<file path="src/rtl/arp_pkg.sv">
// Shared types, constants and the frame builder for the ARP responder.
// No dependencies; every module and the testbench import this package.
`default_nettype none
package arp_pkg;

   localparam int FRAME_LEN = 42;
   localparam int POS_W     = 6;
   localparam int MAC_W     = 48;
   localparam int IP_W      = 32;
   localparam int Q_DEPTH   = 2;

   localparam logic [POS_W-1:0] FRAME_LEN_C = POS_W'(FRAME_LEN);
   localparam logic [POS_W-1:0] LAST_POS    = POS_W'(FRAME_LEN - 1);

   // byte positions within a received frame
   localparam logic [POS_W-1:0] POS_ETYPE_HI = 6'd12;
   localparam logic [POS_W-1:0] POS_ETYPE_LO = 6'd13;
   localparam logic [POS_W-1:0] POS_HTYPE_HI = 6'd14;
   localparam logic [POS_W-1:0] POS_HTYPE_LO = 6'd15;
   localparam logic [POS_W-1:0] POS_PTYPE_HI = 6'd16;
   localparam logic [POS_W-1:0] POS_PTYPE_LO = 6'd17;
   localparam logic [POS_W-1:0] POS_HLEN     = 6'd18;
   localparam logic [POS_W-1:0] POS_PLEN     = 6'd19;
   localparam logic [POS_W-1:0] POS_OPER_HI  = 6'd20;
   localparam logic [POS_W-1:0] POS_OPER_LO  = 6'd21;
   localparam logic [POS_W-1:0] POS_SHA_LO   = 6'd22;
   localparam logic [POS_W-1:0] POS_SHA_HI   = 6'd27;
   localparam logic [POS_W-1:0] POS_SPA_LO   = 6'd28;
   localparam logic [POS_W-1:0] POS_SPA_HI   = 6'd31;
   localparam logic [POS_W-1:0] POS_TPA_LO   = 6'd38;
   localparam logic [POS_W-1:0] POS_TPA_HI   = 6'd41;

   localparam logic [15:0] ETHERTYPE_ARP = 16'h0806;
   localparam logic [15:0] HTYPE_ETH     = 16'h0001;
   localparam logic [15:0] PTYPE_IPV4    = 16'h0800;
   localparam logic [7:0]  HLEN_ETH      = 8'd6;
   localparam logic [7:0]  PLEN_IPV4     = 8'd4;
   localparam logic [15:0] OP_REQUEST    = 16'h0001;
   localparam logic [15:0] OP_REPLY      = 16'h0002;
   localparam logic [7:0]  BYTE_ONES     = 8'hFF;

   localparam logic [MAC_W-1:0] MAC_BROADCAST = {6{BYTE_ONES}};

   localparam logic ACTION_RX_BYTE = 1'b0;
   localparam logic ACTION_SEND    = 1'b1;

   localparam logic [0:0] CSR_OWN_MAC = 1'b0;
   localparam logic [0:0] CSR_OWN_IP  = 1'b1;

   // one frame to transmit
   typedef struct packed {
      logic             is_reply;
      logic [MAC_W-1:0] mac;
      logic [IP_W-1:0]  ip;
   } desc_type;

   typedef struct packed {
      logic     valid;
      desc_type desc;
   } push_type;

   typedef struct packed {
      logic full;
      logic empty;
   } q_status_type;

   typedef struct packed {
      logic             busy;
      logic [POS_W-1:0] pos;
   } tx_status_type;

   // byte at position pos of the outgoing frame described by d
   function automatic logic [7:0] frame_byte(
      input logic [POS_W-1:0] pos,
      input desc_type         d,
      input logic [MAC_W-1:0] own_mac,
      input logic [IP_W-1:0]  own_ip
   );
      logic [0:FRAME_LEN-1][7:0] fb;
      logic [MAC_W-1:0]          dst;
      logic [MAC_W-1:0]          tmac;
      logic [15:0]               op;
      dst  = d.is_reply ? d.mac : MAC_BROADCAST;
      tmac = d.is_reply ? d.mac : '0;
      op   = d.is_reply ? OP_REPLY : OP_REQUEST;
      fb   = {dst, own_mac, ETHERTYPE_ARP, HTYPE_ETH, PTYPE_IPV4, HLEN_ETH, PLEN_IPV4,
              op, own_mac, own_ip, tmac, d.ip};
      return fb[pos];
   endfunction

endpackage
`default_nettype wire

</file>
<file path="src/rtl/arp_req_if.sv">
// Input stream channel: received bytes and send commands.
// Depends on nothing but its clockless signals.
`default_nettype none
interface arp_req_if;
   logic        valid;
   logic        ready;
   logic        action;
   logic [7:0]  rx_byte;
   logic        rx_last;
   logic [31:0] query_ip;

   modport source (output valid, output action, output rx_byte, output rx_last,
                   output query_ip, input ready);
   modport sink   (input valid, input action, input rx_byte, input rx_last,
                   input query_ip, output ready);
endinterface
`default_nettype wire

</file>
<file path="src/rtl/arp_rsp_if.sv">
// Output stream channel: bytes of transmitted ARP frames.
// Depends on nothing.
`default_nettype none
interface arp_rsp_if;
   logic       valid;
   logic       ready;
   logic [7:0] out_byte;
   logic       out_last;

   modport source (output valid, output out_byte, output out_last, input ready);
   modport sink   (input valid, input out_byte, input out_last, output ready);
endinterface
`default_nettype wire

</file>
<file path="src/rtl/arp_responder.sv">
// ARP responder: one received byte or send command accepted per cycle while the
// two-entry frame queue has room; a full queue holds off every input transfer.
// Each queued frame leaves as 42 bytes at one byte per cycle unless the output stalls,
// frames back to back; the first byte passes through the queue entry, the transmit
// descriptor register and the output register. Synchronous active-high reset clears
// parse state, cache, queue and the transmit engine; own_mac and own_ip reset to zero.
`default_nettype none
module arp_responder (
   input  wire logic        clock,
   input  wire logic        reset,
   arp_req_if.sink          req_chan,
   arp_rsp_if.source        rsp_chan,
   input  wire logic        csr_we,
   input  wire logic [0:0]  csr_index,
   input  wire logic [47:0] csr_wdata
);
   import arp_pkg::*;

   logic [MAC_W-1:0] own_mac_ff, own_mac_in;
   logic [IP_W-1:0]  own_ip_ff, own_ip_in;
   push_type         push;
   logic             pop;
   desc_type         head;
   q_status_type     q_stat;
   tx_status_type    tx_stat;

   always_comb begin
      own_mac_in = own_mac_ff;
      own_ip_in  = own_ip_ff;
      if (csr_we) begin
         unique case (csr_index)
            CSR_OWN_MAC: own_mac_in = csr_wdata;
            CSR_OWN_IP:  own_ip_in  = csr_wdata[IP_W-1:0];
         endcase
      end
   end

   always_ff @(posedge clock) begin
      if (reset) begin
         own_mac_ff <= '0;
         own_ip_ff  <= '0;
      end else begin
         own_mac_ff <= own_mac_in;
         own_ip_ff  <= own_ip_in;
      end
   end

   arp_rx_front u_front (
      .clock    (clock),
      .reset    (reset),
      .req_chan (req_chan),
      .own_ip   (own_ip_ff),
      .q_stat   (q_stat),
      .push     (push)
   );

   arp_desc_queue u_queue (
      .clock  (clock),
      .reset  (reset),
      .push   (push),
      .pop    (pop),
      .head   (head),
      .q_stat (q_stat)
   );

   arp_tx_back u_back (
      .clock    (clock),
      .reset    (reset),
      .head     (head),
      .q_stat   (q_stat),
      .pop      (pop),
      .own_mac  (own_mac_ff),
      .own_ip   (own_ip_ff),
      .rsp_chan (rsp_chan),
      .tx_stat  (tx_stat)
   );

   // no frame is ever offered to a full queue
   assert property (@(posedge clock) disable iff (reset) push.valid |-> !q_stat.full)
      else $error("frame pushed into full queue");

   // transmit position stays inside the frame
   assert property (@(posedge clock) disable iff (reset) tx_stat.busy |-> tx_stat.pos <= LAST_POS)
      else $error("transmit position past end of frame");

   // an idle transmitter picks up a waiting frame at once
   assert property (@(posedge clock) disable iff (reset)
      (!tx_stat.busy && !q_stat.empty) |=> tx_stat.busy)
      else $error("queued frame not started");

endmodule
`default_nettype wire

</file>
<file path="src/rtl/arp_rx_front.sv">
// Receive front end: parses incoming bytes, checks the ARP header and queues
// reply or request frames. Uses arp_pkg and arp_req_if.
`default_nettype none
module arp_rx_front (
   input  wire logic                  clock,
   input  wire logic                  reset,
   arp_req_if.sink                    req_chan,
   input  wire logic [31:0]           own_ip,
   input  wire arp_pkg::q_status_type q_stat,
   output arp_pkg::push_type          push
);
   import arp_pkg::*;

   logic [POS_W-1:0] byte_count_ff, byte_count_in;
   logic [15:0]      ether_type_ff, ether_type_in;
   logic             fixed_ok_ff, fixed_ok_in;
   logic [15:0]      opcode_ff, opcode_in;
   logic [MAC_W-1:0] peer_mac_ff, peer_mac_in;
   logic [IP_W-1:0]  peer_ip_ff, peer_ip_in;
   logic [IP_W-1:0]  asked_ip_ff, asked_ip_in;
   logic [IP_W-1:0]  cache_ip_ff, cache_ip_in;
   logic [MAC_W-1:0] cache_mac_ff, cache_mac_in;
   logic             cache_valid_ff, cache_valid_in;

   logic             accept;
   logic [7:0]       b;
   logic             good_request;

   assign req_chan.ready = !q_stat.full;
   assign accept = req_chan.valid && req_chan.ready;
   assign b = req_chan.rx_byte;

   always_comb begin
      byte_count_in  = byte_count_ff;
      ether_type_in  = ether_type_ff;
      fixed_ok_in    = fixed_ok_ff;
      opcode_in      = opcode_ff;
      peer_mac_in    = peer_mac_ff;
      peer_ip_in     = peer_ip_ff;
      asked_ip_in    = asked_ip_ff;
      cache_ip_in    = cache_ip_ff;
      cache_mac_in   = cache_mac_ff;
      cache_valid_in = cache_valid_ff;
      good_request   = 1'b0;
      push.valid     = 1'b0;
      push.desc      = '0;

      if (accept && req_chan.action == ACTION_SEND) begin
         push.valid         = 1'b1;
         push.desc.is_reply = 1'b0;
         push.desc.mac      = '0;
         push.desc.ip       = req_chan.query_ip;
      end else if (accept) begin
         if (byte_count_ff < FRAME_LEN_C) begin
            priority if (byte_count_ff == POS_ETYPE_HI || byte_count_ff == POS_ETYPE_LO) begin
               ether_type_in = {ether_type_ff[7:0], b};
            end else if (byte_count_ff == POS_HTYPE_HI) begin
               if (b != HTYPE_ETH[15:8]) fixed_ok_in = 1'b0;
            end else if (byte_count_ff == POS_HTYPE_LO) begin
               if (b != HTYPE_ETH[7:0]) fixed_ok_in = 1'b0;
            end else if (byte_count_ff == POS_PTYPE_HI) begin
               if (b != PTYPE_IPV4[15:8]) fixed_ok_in = 1'b0;
            end else if (byte_count_ff == POS_PTYPE_LO) begin
               if (b != PTYPE_IPV4[7:0]) fixed_ok_in = 1'b0;
            end else if (byte_count_ff == POS_HLEN) begin
               if (b != HLEN_ETH) fixed_ok_in = 1'b0;
            end else if (byte_count_ff == POS_PLEN) begin
               if (b != PLEN_IPV4) fixed_ok_in = 1'b0;
            end else if (byte_count_ff == POS_OPER_HI || byte_count_ff == POS_OPER_LO) begin
               opcode_in = {opcode_ff[7:0], b};
            end else if (byte_count_ff >= POS_SHA_LO && byte_count_ff <= POS_SHA_HI) begin
               peer_mac_in = {peer_mac_ff[MAC_W-9:0], b};
            end else if (byte_count_ff >= POS_SPA_LO && byte_count_ff <= POS_SPA_HI) begin
               peer_ip_in = {peer_ip_ff[IP_W-9:0], b};
            end else if (byte_count_ff >= POS_TPA_LO && byte_count_ff <= POS_TPA_HI) begin
               asked_ip_in = {asked_ip_ff[IP_W-9:0], b};
            end else begin
               fixed_ok_in = fixed_ok_ff;
            end
            byte_count_in = byte_count_ff + 1'b1;
         end

         if (req_chan.rx_last) begin
            good_request = (byte_count_in == FRAME_LEN_C) && (ether_type_in == ETHERTYPE_ARP)
                           && fixed_ok_in && (opcode_in == OP_REQUEST)
                           && (asked_ip_in == own_ip);
            if (good_request) begin
               push.valid         = 1'b1;
               push.desc.is_reply = 1'b1;
               push.desc.mac      = peer_mac_in;
               push.desc.ip       = peer_ip_in;
               cache_ip_in        = peer_ip_in;
               cache_mac_in       = peer_mac_in;
               cache_valid_in     = 1'b1;
            end
            // end of frame: drop all parse state whatever the verdict
            byte_count_in = '0;
            ether_type_in = '0;
            fixed_ok_in   = 1'b1;
            opcode_in     = '0;
            peer_mac_in   = '0;
            peer_ip_in    = '0;
            asked_ip_in   = '0;
         end
      end
   end

   always_ff @(posedge clock) begin
      if (reset) begin
         byte_count_ff  <= '0;
         ether_type_ff  <= '0;
         fixed_ok_ff    <= 1'b1;
         opcode_ff      <= '0;
         peer_mac_ff    <= '0;
         peer_ip_ff     <= '0;
         asked_ip_ff    <= '0;
         cache_ip_ff    <= '0;
         cache_mac_ff   <= '0;
         cache_valid_ff <= 1'b0;
      end else begin
         byte_count_ff  <= byte_count_in;
         ether_type_ff  <= ether_type_in;
         fixed_ok_ff    <= fixed_ok_in;
         opcode_ff      <= opcode_in;
         peer_mac_ff    <= peer_mac_in;
         peer_ip_ff     <= peer_ip_in;
         asked_ip_ff    <= asked_ip_in;
         cache_ip_ff    <= cache_ip_in;
         cache_mac_ff   <= cache_mac_in;
         cache_valid_ff <= cache_valid_in;
      end
   end

endmodule
`default_nettype wire

</file>
<file path="src/rtl/arp_desc_queue.sv">
// Two-entry queue of frame descriptors between receive and transmit sides.
// Uses arp_pkg.
`default_nettype none
module arp_desc_queue (
   input  wire logic              clock,
   input  wire logic              reset,
   input  wire arp_pkg::push_type push,
   input  wire logic              pop,
   output arp_pkg::desc_type      head,
   output arp_pkg::q_status_type  q_stat
);
   import arp_pkg::*;

   desc_type   entry_ff [Q_DEPTH];
   logic [0:0] wr_ptr_ff, wr_ptr_in;
   logic [0:0] rd_ptr_ff, rd_ptr_in;
   logic [1:0] count_ff, count_in;
   logic       do_push;
   logic       do_pop;

   assign q_stat.full  = (count_ff == 2'(Q_DEPTH));
   assign q_stat.empty = (count_ff == 2'd0);
   assign head         = entry_ff[rd_ptr_ff];

   assign do_push = push.valid && !q_stat.full;
   assign do_pop  = pop && !q_stat.empty;

   always_comb begin
      wr_ptr_in = do_push ? wr_ptr_ff + 1'b1 : wr_ptr_ff;
      rd_ptr_in = do_pop ? rd_ptr_ff + 1'b1 : rd_ptr_ff;
      count_in  = count_ff + {1'b0, do_push} - {1'b0, do_pop};
   end

   always_ff @(posedge clock) begin
      if (reset) begin
         wr_ptr_ff <= '0;
         rd_ptr_ff <= '0;
         count_ff  <= '0;
      end else begin
         wr_ptr_ff <= wr_ptr_in;
         rd_ptr_ff <= rd_ptr_in;
         count_ff  <= count_in;
      end
   end

   always_ff @(posedge clock) begin
      if (do_push) entry_ff[wr_ptr_ff] <= push.desc;
   end

endmodule
`default_nettype wire

</file>
<file path="src/rtl/arp_tx_back.sv">
// Transmit back end: takes descriptors from the queue and streams 42-byte
// ARP frames through an output register. Uses arp_pkg and arp_rsp_if.
`default_nettype none
module arp_tx_back (
   input  wire logic                  clock,
   input  wire logic                  reset,
   input  wire arp_pkg::desc_type     head,
   input  wire arp_pkg::q_status_type q_stat,
   output logic                       pop,
   input  wire logic [47:0]           own_mac,
   input  wire logic [31:0]           own_ip,
   arp_rsp_if.source                  rsp_chan,
   output arp_pkg::tx_status_type     tx_stat
);
   import arp_pkg::*;

   logic             busy_ff, busy_in;
   logic [POS_W-1:0] pos_ff, pos_in;
   desc_type         desc_ff, desc_in;
   logic             rsp_valid_ff, rsp_valid_in;
   logic [7:0]       rsp_byte_ff, rsp_byte_in;
   logic             rsp_last_ff, rsp_last_in;
   logic             advance;
   logic             at_last;

   assign advance = busy_ff && (!rsp_valid_ff || rsp_chan.ready);
   assign at_last = (pos_ff == LAST_POS);
   assign pop     = (!busy_ff || (advance && at_last)) && !q_stat.empty;

   always_comb begin
      busy_in      = busy_ff;
      pos_in       = pos_ff;
      desc_in      = desc_ff;
      rsp_valid_in = rsp_valid_ff && !rsp_chan.ready;
      rsp_byte_in  = rsp_byte_ff;
      rsp_last_in  = rsp_last_ff;
      if (advance) begin
         rsp_valid_in = 1'b1;
         rsp_byte_in  = frame_byte(pos_ff, desc_ff, own_mac, own_ip);
         rsp_last_in  = at_last;
         pos_in       = pos_ff + 1'b1;
         if (at_last) busy_in = 1'b0;
      end
      // load the next frame when idle, or back to back with the one just finished
      if (pop) begin
         busy_in = 1'b1;
         pos_in  = '0;
         desc_in = head;
      end
   end

   always_ff @(posedge clock) begin
      if (reset) begin
         busy_ff      <= 1'b0;
         pos_ff       <= '0;
         rsp_valid_ff <= 1'b0;
      end else begin
         busy_ff      <= busy_in;
         pos_ff       <= pos_in;
         rsp_valid_ff <= rsp_valid_in;
      end
   end

   always_ff @(posedge clock) begin
      desc_ff     <= desc_in;
      rsp_byte_ff <= rsp_byte_in;
      rsp_last_ff <= rsp_last_in;
   end

   assign rsp_chan.valid    = rsp_valid_ff;
   assign rsp_chan.out_byte = rsp_byte_ff;
   assign rsp_chan.out_last = rsp_last_ff;
   assign tx_stat.busy      = busy_ff;
   assign tx_stat.pos       = pos_ff;

endmodule
`default_nettype wire

</file>
<file path="src/flat_wrapper.sv">
// flat-port wrapper written by rule: the top's interface ports become plain ports
module arp_responder_flat import arp_pkg::*;
  (clock, reset, csr_we, csr_index, csr_wdata, req_chan_valid, req_chan_action, req_chan_rx_byte, req_chan_rx_last, req_chan_query_ip, req_chan_ready, rsp_chan_valid, rsp_chan_out_byte, rsp_chan_out_last, rsp_chan_ready);
  arp_req_if req_chan_i ();
  arp_rsp_if rsp_chan_i ();
  input  wire logic clock;
  input  wire logic reset;
  input  wire logic csr_we;
  input  wire logic [0:0] csr_index;
  input  wire logic [47:0] csr_wdata;
  input wire logic [$bits(req_chan_i.valid)-1:0] req_chan_valid;
  input wire logic [$bits(req_chan_i.action)-1:0] req_chan_action;
  input wire logic [$bits(req_chan_i.rx_byte)-1:0] req_chan_rx_byte;
  input wire logic [$bits(req_chan_i.rx_last)-1:0] req_chan_rx_last;
  input wire logic [$bits(req_chan_i.query_ip)-1:0] req_chan_query_ip;
  output wire logic [$bits(req_chan_i.ready)-1:0] req_chan_ready;
  output wire logic [$bits(rsp_chan_i.valid)-1:0] rsp_chan_valid;
  output wire logic [$bits(rsp_chan_i.out_byte)-1:0] rsp_chan_out_byte;
  output wire logic [$bits(rsp_chan_i.out_last)-1:0] rsp_chan_out_last;
  input wire logic [$bits(rsp_chan_i.ready)-1:0] rsp_chan_ready;
  assign req_chan_i.valid = req_chan_valid;
  assign req_chan_i.action = req_chan_action;
  assign req_chan_i.rx_byte = req_chan_rx_byte;
  assign req_chan_i.rx_last = req_chan_rx_last;
  assign req_chan_i.query_ip = req_chan_query_ip;
  assign req_chan_ready = req_chan_i.ready;
  assign rsp_chan_valid = rsp_chan_i.valid;
  assign rsp_chan_out_byte = rsp_chan_i.out_byte;
  assign rsp_chan_out_last = rsp_chan_i.out_last;
  assign rsp_chan_i.ready = rsp_chan_ready;
  arp_responder u_core (.clock(clock), .reset(reset), .req_chan(req_chan_i), .rsp_chan(rsp_chan_i), .csr_we(csr_we), .csr_index(csr_index), .csr_wdata(csr_wdata));
endmodule
</file>
<file path="config.mk">
export PLATFORM = sky130hd
export DESIGN_NAME = arp_responder_flat
export DESIGN_NICKNAME = d
export VERILOG_FILES = /design/src/rtl/arp_pkg.sv /design/src/rtl/arp_req_if.sv /design/src/rtl/arp_rsp_if.sv /design/src/rtl/arp_responder.sv /design/src/rtl/arp_rx_front.sv /design/src/rtl/arp_desc_queue.sv /design/src/rtl/arp_tx_back.sv /design/src/flat_wrapper.sv
export SDC_FILE = /design/constraint.sdc
export NUM_CORES = 1
export LEC_CHECK = 0
export ABC_AREA = 1
export ABC_CLOCK_PERIOD_IN_PS = 11300
export BUFFER_PORTS_ARGS = -buffer_cell sky130_fd_sc_hd__buf_2
export CAP_MARGIN = 20
export CORE_ASPECT_RATIO = 0.6
export CORE_UTILIZATION = 60
export CTS_CLUSTER_SIZE = 20
export DETAILED_ROUTE_END_ITERATION = 8
export PLACE_DENSITY_LB_ADDON = 0.1
export SLEW_MARGIN = 20
export SYNTH_ARGS = -nofsm -noshare
export SYNTH_HDL_FRONTEND = slang
export SYNTH_SLANG_ARGS = --single-unit
</file>
<file path="constraint.sdc">
create_clock -name clock -period 11.3 [get_ports clock]
set_input_delay 2.26 -clock clock [delete_from_list [all_inputs] [get_ports clock]]
set_output_delay 2.26 -clock clock [all_outputs]
set_load 0.01 [all_outputs]
</file>
---- After elaboration in Yosys (flattened, before gate mapping) ----
Memory sizes are Yosys's and may differ from the RTL's. A register that Yosys moved wholly into a read port is not among the register bits.
Index checks and enable logic that the tools add are counted.
cells by class
  $add $sub $neg .......................... 6
  $mul .................................... 0
  divide/modulo/power cells ............... 0
  magnitude comparators ................... 8
  equality and inequality tests ........... 20
  shift-type cells ........................ 0
  mux-type cells .......................... 91
  bitwise logic cells ..................... 3
  reduce and logical (&&, ||, !) cells .... 33
operator list
  kind                                                                               number
  32-bit 2-to-1 mux                                                                  27
  48-bit 2-to-1 mux                                                                  13
  82-bit 2-to-1 mux                                                                  4
  16-bit 2-to-1 mux                                                                  17
  8-bit binary-select mux with 6-bit select                                          1
  6-bit by 5-bit == test with 1-bit output (second input constant)                   6
  32-bit == test                                                                     1
  6-bit by 4-bit == test with 1-bit output (second input constant)                   4
  6-bit 2-to-1 mux                                                                   4
  1-bit 2-to-1 mux                                                                   22
  16-bit by 1-bit == test with 1-bit output (second input constant)                  1
  16-bit by 12-bit == test with 1-bit output (second input constant)                 1
  8-bit 2-to-1 mux                                                                   2
  8-bit by 3-bit != test with 1-bit output (second input constant)                   2
  1-bit logical AND                                                                  15
  6-bit by 1-bit adder with 6-bit output (second input constant)                     2
  6-bit == test (second input constant)                                              2
  6-bit by 5-bit >= comparator with 1-bit output (second input constant)             2
  6-bit by 5-bit less-or-equal comparator with 1-bit output (second input constant)  2
  8-bit by 1-bit != test with 1-bit output (second input constant)                   1
  8-bit by 4-bit != test with 1-bit output (second input constant)                   1
  2-bit AND reduction                                                                4
  8-bit nonzero test                                                                 1
  7-bit >= comparator (second input constant)                                        1
  15 further kinds                                                                   25
word-level totals
  register bits after elaboration ......... 252
  bits in latches ......................... 0
  bits in writable memories ............... 162
  ROM bits ................................ 0
  input port bits ......................... 96
  output and inout port bits .............. 11
  word-level logic and storage cells ...... 179
  memories ................................ 1
memories
  name                     words  bits a word  rd ports  clocked after Yosys merged registers in  wr ports  RTL line              RTL
  u_core.u_queue.entry_ff  2      81           1         1                                        1         arp_desc_queue.sv:14  desc_type entry_ff [Q_DEPTH];

---- Logic depth before layout (Yosys ltp) ----
  depth after elaboration ................. 25
  gate-level depth with buffers ........... 26
  mapped depth without buffers ............ 25

---- By module ----
From an unflattened synthesis, not the netlist that was laid out.
unflattened totals
  cells, all modules ...................... 2,987
  area total of the unflattened synthesis .. 24,738.7 sq um
modules (own cells, without submodules)
  module          instances  cells an instance  area each (sq um)
  arp_rx_front    1          1,618              9,748.1
  arp_desc_queue  1          291                6,500.0
  arp_tx_back     1          622                5,258.8
  arp_responder   1          456                3,231.8

---- Worst setup path before layout ----
No wires, ideal clock.
  path kind ............................... input to register
  start point ............................. input port rsp_chan_ready
  end point ............................... register u_core.u_queue.count_ff[1]
  setup time .............................. 70 ps
  data arrival time ....................... 8,282 ps
  setup slack ............................. 2,948 ps
  stages .................................. 12
  buffers on the path ..................... 0
  cells stage by stage .................... inv_1 -> nand2_1 -> nand2_1 -> inv_1 -> a21oi_1 -> a21oi_1 -> ha_1 -> inv_1 -> ha_1 -> xor2_1 -> o21ai_0 -> a21oi_1
on the way
  longest elaborated chain between the ends .. 7
RTL lines
  item                                         RTL line              RTL
  start, declared                              flat_wrapper.sv:20    input wire logic [$bits(rsp_chan_i.ready)-1:0] rsp_chan_ready;
  1-bit logical OR                             arp_tx_back.sv:26     assign advance = busy_ff && (!rsp_valid_ff || rsp_chan.ready);
  1-bit logical AND                            arp_tx_back.sv:26
  named net u_core.u_back.advance              arp_tx_back.sv:23     logic advance;
  1-bit logical AND                            arp_tx_back.sv:28     assign pop = (!busy_ff || (advance && at_last)) && !q_stat.empty;
  1-bit logical OR                             arp_tx_back.sv:28
  1-bit logical AND                            arp_tx_back.sv:28
  named net u_core.pop                         arp_responder.sv:22   logic pop;
  1-bit logical AND                            arp_desc_queue.sv:26  assign do_pop = pop && !q_stat.empty;
  2-bit by 1-bit subtractor with 2-bit output  arp_desc_queue.sv:31  count_in = count_ff + {1'b0, do_push} - {1'b0, do_pop};
  end signal, assigned                         arp_desc_queue.sv:42  count_ff <= count_in;
  end, declared                                arp_desc_queue.sv:17  logic [1:0] count_ff, count_in;
The timed path passes the listed nets, and every way through them passes these cells.
A chain may end at the register's enable or synchronous reset.

==> out/results.tsv <==
metric	value	unit
outcome	finished clean	
yosysTopAreaCell	edfxtp_1	
std_cell_rows	55	
clk_latency	0.58	ns
synth_edf_count	252	
cp.arrival	6.48	ns
power.total	4.79	mW
area_delta_synth_final	9.80	%
final_common_cell	nand2_1	
syn_nets	3020	
critPathTopFamily	simple AND/OR/NAND/NOR gates	
powerDensity	188	nW/um^2
overflow	0	
hold_path.class	register to register	
netlist_top_cells_area	edfxtp_1 33%, dfxtp_1 21%, nand2_1 17%	
vias	19927	
clk_pin_slew	0.06	ns
diodes	0	
fillers	3149	
worstPathMaxFanout	54	
multi_input_area	9280	sq um
critPathLaunchType	register	
crit_top_cell	nand2_1	
drive_above_1_share	0.0877	
clock_path_buffers	3	
maxSlewViolCount	0	
final_cell_mix	1028 x nand2_1, 252 x edfxtp_1, 248 x nor2_1	
dr.pass1.iters	6	
grt_pass1_vias	18332	
synth-seq-cells	495	
initial_core_util	0.613	
regArea	12400	sq um
post-cts-setup-buffers	0	
synth_area	23200	sq um
drc	0	
critPathSlowestCell	nor2_4	
drv_cap	0	
port_buffers	106	
htreeDepth	2	
grtUsageTotal	0.333	
drt-total-wl	66.2	mm
synth.top_cell.area_share	0.326	
routedWlPerCell	19.0	um
grt_max_degree	97	
leakage	10.4	nW
post-route-period-util	0.540	
min_period	6.10	ns
path_cells	inv_1 > ha_1 > inv_1 > nand2_1 > nand3_2 > nand4_1 > nor2_4 > nand2_4 > nand2_1 > o21ai_1 > nand2_1 > nand2_1 > nor2_1 > nand2_1 > nor2_1 > nand3_1 > nor2_4 > inv_2 > nor2_1	
antenna_left	0	
crit_type	register to register	
cpPeakStageDelay	0.78	ns
ctsHoldBuffers	0	
dp_hpwl	42.6	mm
worstPathRequired	11.68	ns
rsz0062_at_grt	no	
boundaryPins	107	
cts_tree	done	
cts_made_buffers	45	
vdd_ir_drop_max	0.000119	V
slew_headroom	0.253	
cts_num_sinks	495	
worst-path-buf-inv	3	
die_h	154	um
grt_pass1_wl	103	mm
yosysUniqueCellTypes	51	
vias_per_cell	5.73	
yosys_warnings	0	
ys_async_sr_fraction	0	
worst_pin_slew	1.12	ns
hold_violations	0	
finalNetCount	3037	
fmax	164	MHz
synth-main-ff-cell	edfxtp_1	
drt-initial-drc-count	2650	
critPathCaptureType	register	
grt_antenna_before_repair	2	
cts_resized	0	
die_w	256	um
cts_root_buf	clkbuf_16	
die_area	39500	sq um
setup_viol	0	
tns	0	ns
core_area	37800	sq um
postSynthCellCount	2913	
syn_area_per_cell	7.96	sq um
seq_area_frac_synth	0.536	
place_congestion	0.980	
skew	0.0204	ns
## power by group
group | leakage (nW) | total [mW] | switching (mW) | internal (mW)
registers | 4.37 | 2.27 | 0.0811 | 2.19
clock network | 0.738 | 1.58 | 0.682 | 0.894
logic | 5.26 | 0.943 | 0.703 | 0.240
## cell usage after synthesis (2+ instances only)
cell / n
a221oi_1: 2
o21a_1: 48
buf_6: 3
nor2_4: 3
o2bb2ai_1: 4
a32o_1: 14
nor3_1: 9
clkbuf_1: 138
xor2_1: 7
a21oi_1: 242
mux2_2: 24
inv_2: 8
nor4_1: 3
o21ai_1: 29
nand3_1: 107
buf_4: 5
nand3b_1: 8
o22ai_1: 5
buf_2: 9
o221ai_1: 3
nand4_1: 10
dfxtp_1: 243
nor2_1: 252
nand2_2: 2
o21ai_0: 164
clkinv_1: 4
inv_1: 217
nor2_2: 10
nand2_1: 1028
a31oi_1: 3
buf_1: 8
ha_1: 11
o211ai_1: 12
mux2i_1: 10
edfxtp_1: 252
## worst paths after layout
kind,from,end,slack (ns),cells past startpoint
worst min-delay path,u_core.u_front.peer_ip_ff[30]$_SDFFE_PP0P_,u_core.u_front.peer_ip_ff[30]$_SDFFE_PP0P_,0.47,2
worst max register to register,u_core.u_front.byte_count_ff[0]$_SDFFE_PP0P_,u_core.u_queue.entry_ff[1][57]$_DFFE_PP_,5.20,19
worst max-delay path,u_core.u_front.byte_count_ff[0]$_SDFFE_PP0P_,u_core.u_queue.entry_ff[1][57]$_DFFE_PP_,5.20,19
worst min register to register,u_core.u_front.peer_ip_ff[30]$_SDFFE_PP0P_,u_core.u_front.peer_ip_ff[30]$_SDFFE_PP0P_,0.47,2
## stage by stage
stage | area, sq um | instances | hold slack (ns) | setup slack (ns) | utilization
after global routing | 25500 | 3479 | 0.479 | 4.81 | 0.673
after floorplan | 23200 | 2913 | 0.430 | 2.95 | -
final | 25500 | 3479 | 0.466 | 5.20 | 0.673
after CTS | 25500 | 3479 | 0.465 | 5.40 | 0.673
after detailed placement | 24000 | 3396 | 0.454 | 5.23 | 0.633
after global placement | 24000 | 3396 | 0.449 | 5.31 | 0.633
## layer usage
metal | vias up | wire (um) | GRT usage
met2 | 966 | 28600 | 0.499
li1 | 9549 | - | -
met1 | 9305 | 28900 | 0.490
met5 | - | 13 | 0
met4 | 2 | 1550 | 0.0855
met3 | 105 | 7100 | 0.0711
## registers in the layout (all words and copies together) (netlist names)
| signal | count |
|---|---|
| u_core.u_back.rsp_chan.out_last | 1 |
| u_core.u_front.ether_type_ff | 16 |
| u_core.u_back.desc_ff | 81 |
| u_core.u_back.busy_ff | 1 |
| u_core.u_queue.rd_ptr_ff | 1 |
| u_core.own_mac_ff | 48 |
| u_core.u_front.byte_count_ff | 6 |
| u_core.u_front.asked_ip_ff | 32 |
| u_core.u_queue.entry_ff | 162 |
| u_core.u_queue.wr_ptr_ff | 1 |
| u_core.own_ip_ff | 32 |
| u_core.u_queue.count_ff | 2 |
| u_core.u_back.rsp_chan.out_byte | 8 |
| u_core.u_front.peer_ip_ff | 32 |
| u_core.u_back.pos_ff | 6 |
| u_core.u_front.opcode_ff | 16 |
| u_core.u_front.peer_mac_ff | 48 |
| u_core.u_front.fixed_ok_ff | 1 |
| u_core.u_back.rsp_chan.valid | 1 |
## worst min-delay path: stages (launching register included)
cell	delay, ns
dfxtp_1	0.31
nand2_1	0.06
a21oi_1	0.05
## kinds of logic after synthesis
group / count (synthesis) / synth area share
AO/OA/AOI/OAI: 535 / 0.128
XOR/XNOR: 8 / 0.00302
adder cells (fa/ha/maj): 11 / 0.00593
buffers and inverters: 393 / 0.0660
flip-flops: 495 / 0.536
multiplexers: 34 / 0.0160
AND/OR/NAND/NOR: 1437 / 0.245
## final cells by class
type	instances	share of cell area
Timing Repair Buffer	133	0.0289
Tap cell	513	0.0252
Sequential cell	495	0.488
Clock buffer	73	0.0531
Clock inverter	10	0.00604
Multi-Input combinational cell	2025	0.364
Inverter	230	0.0341
Note: power is estimated with default switching activity, not from simulation.
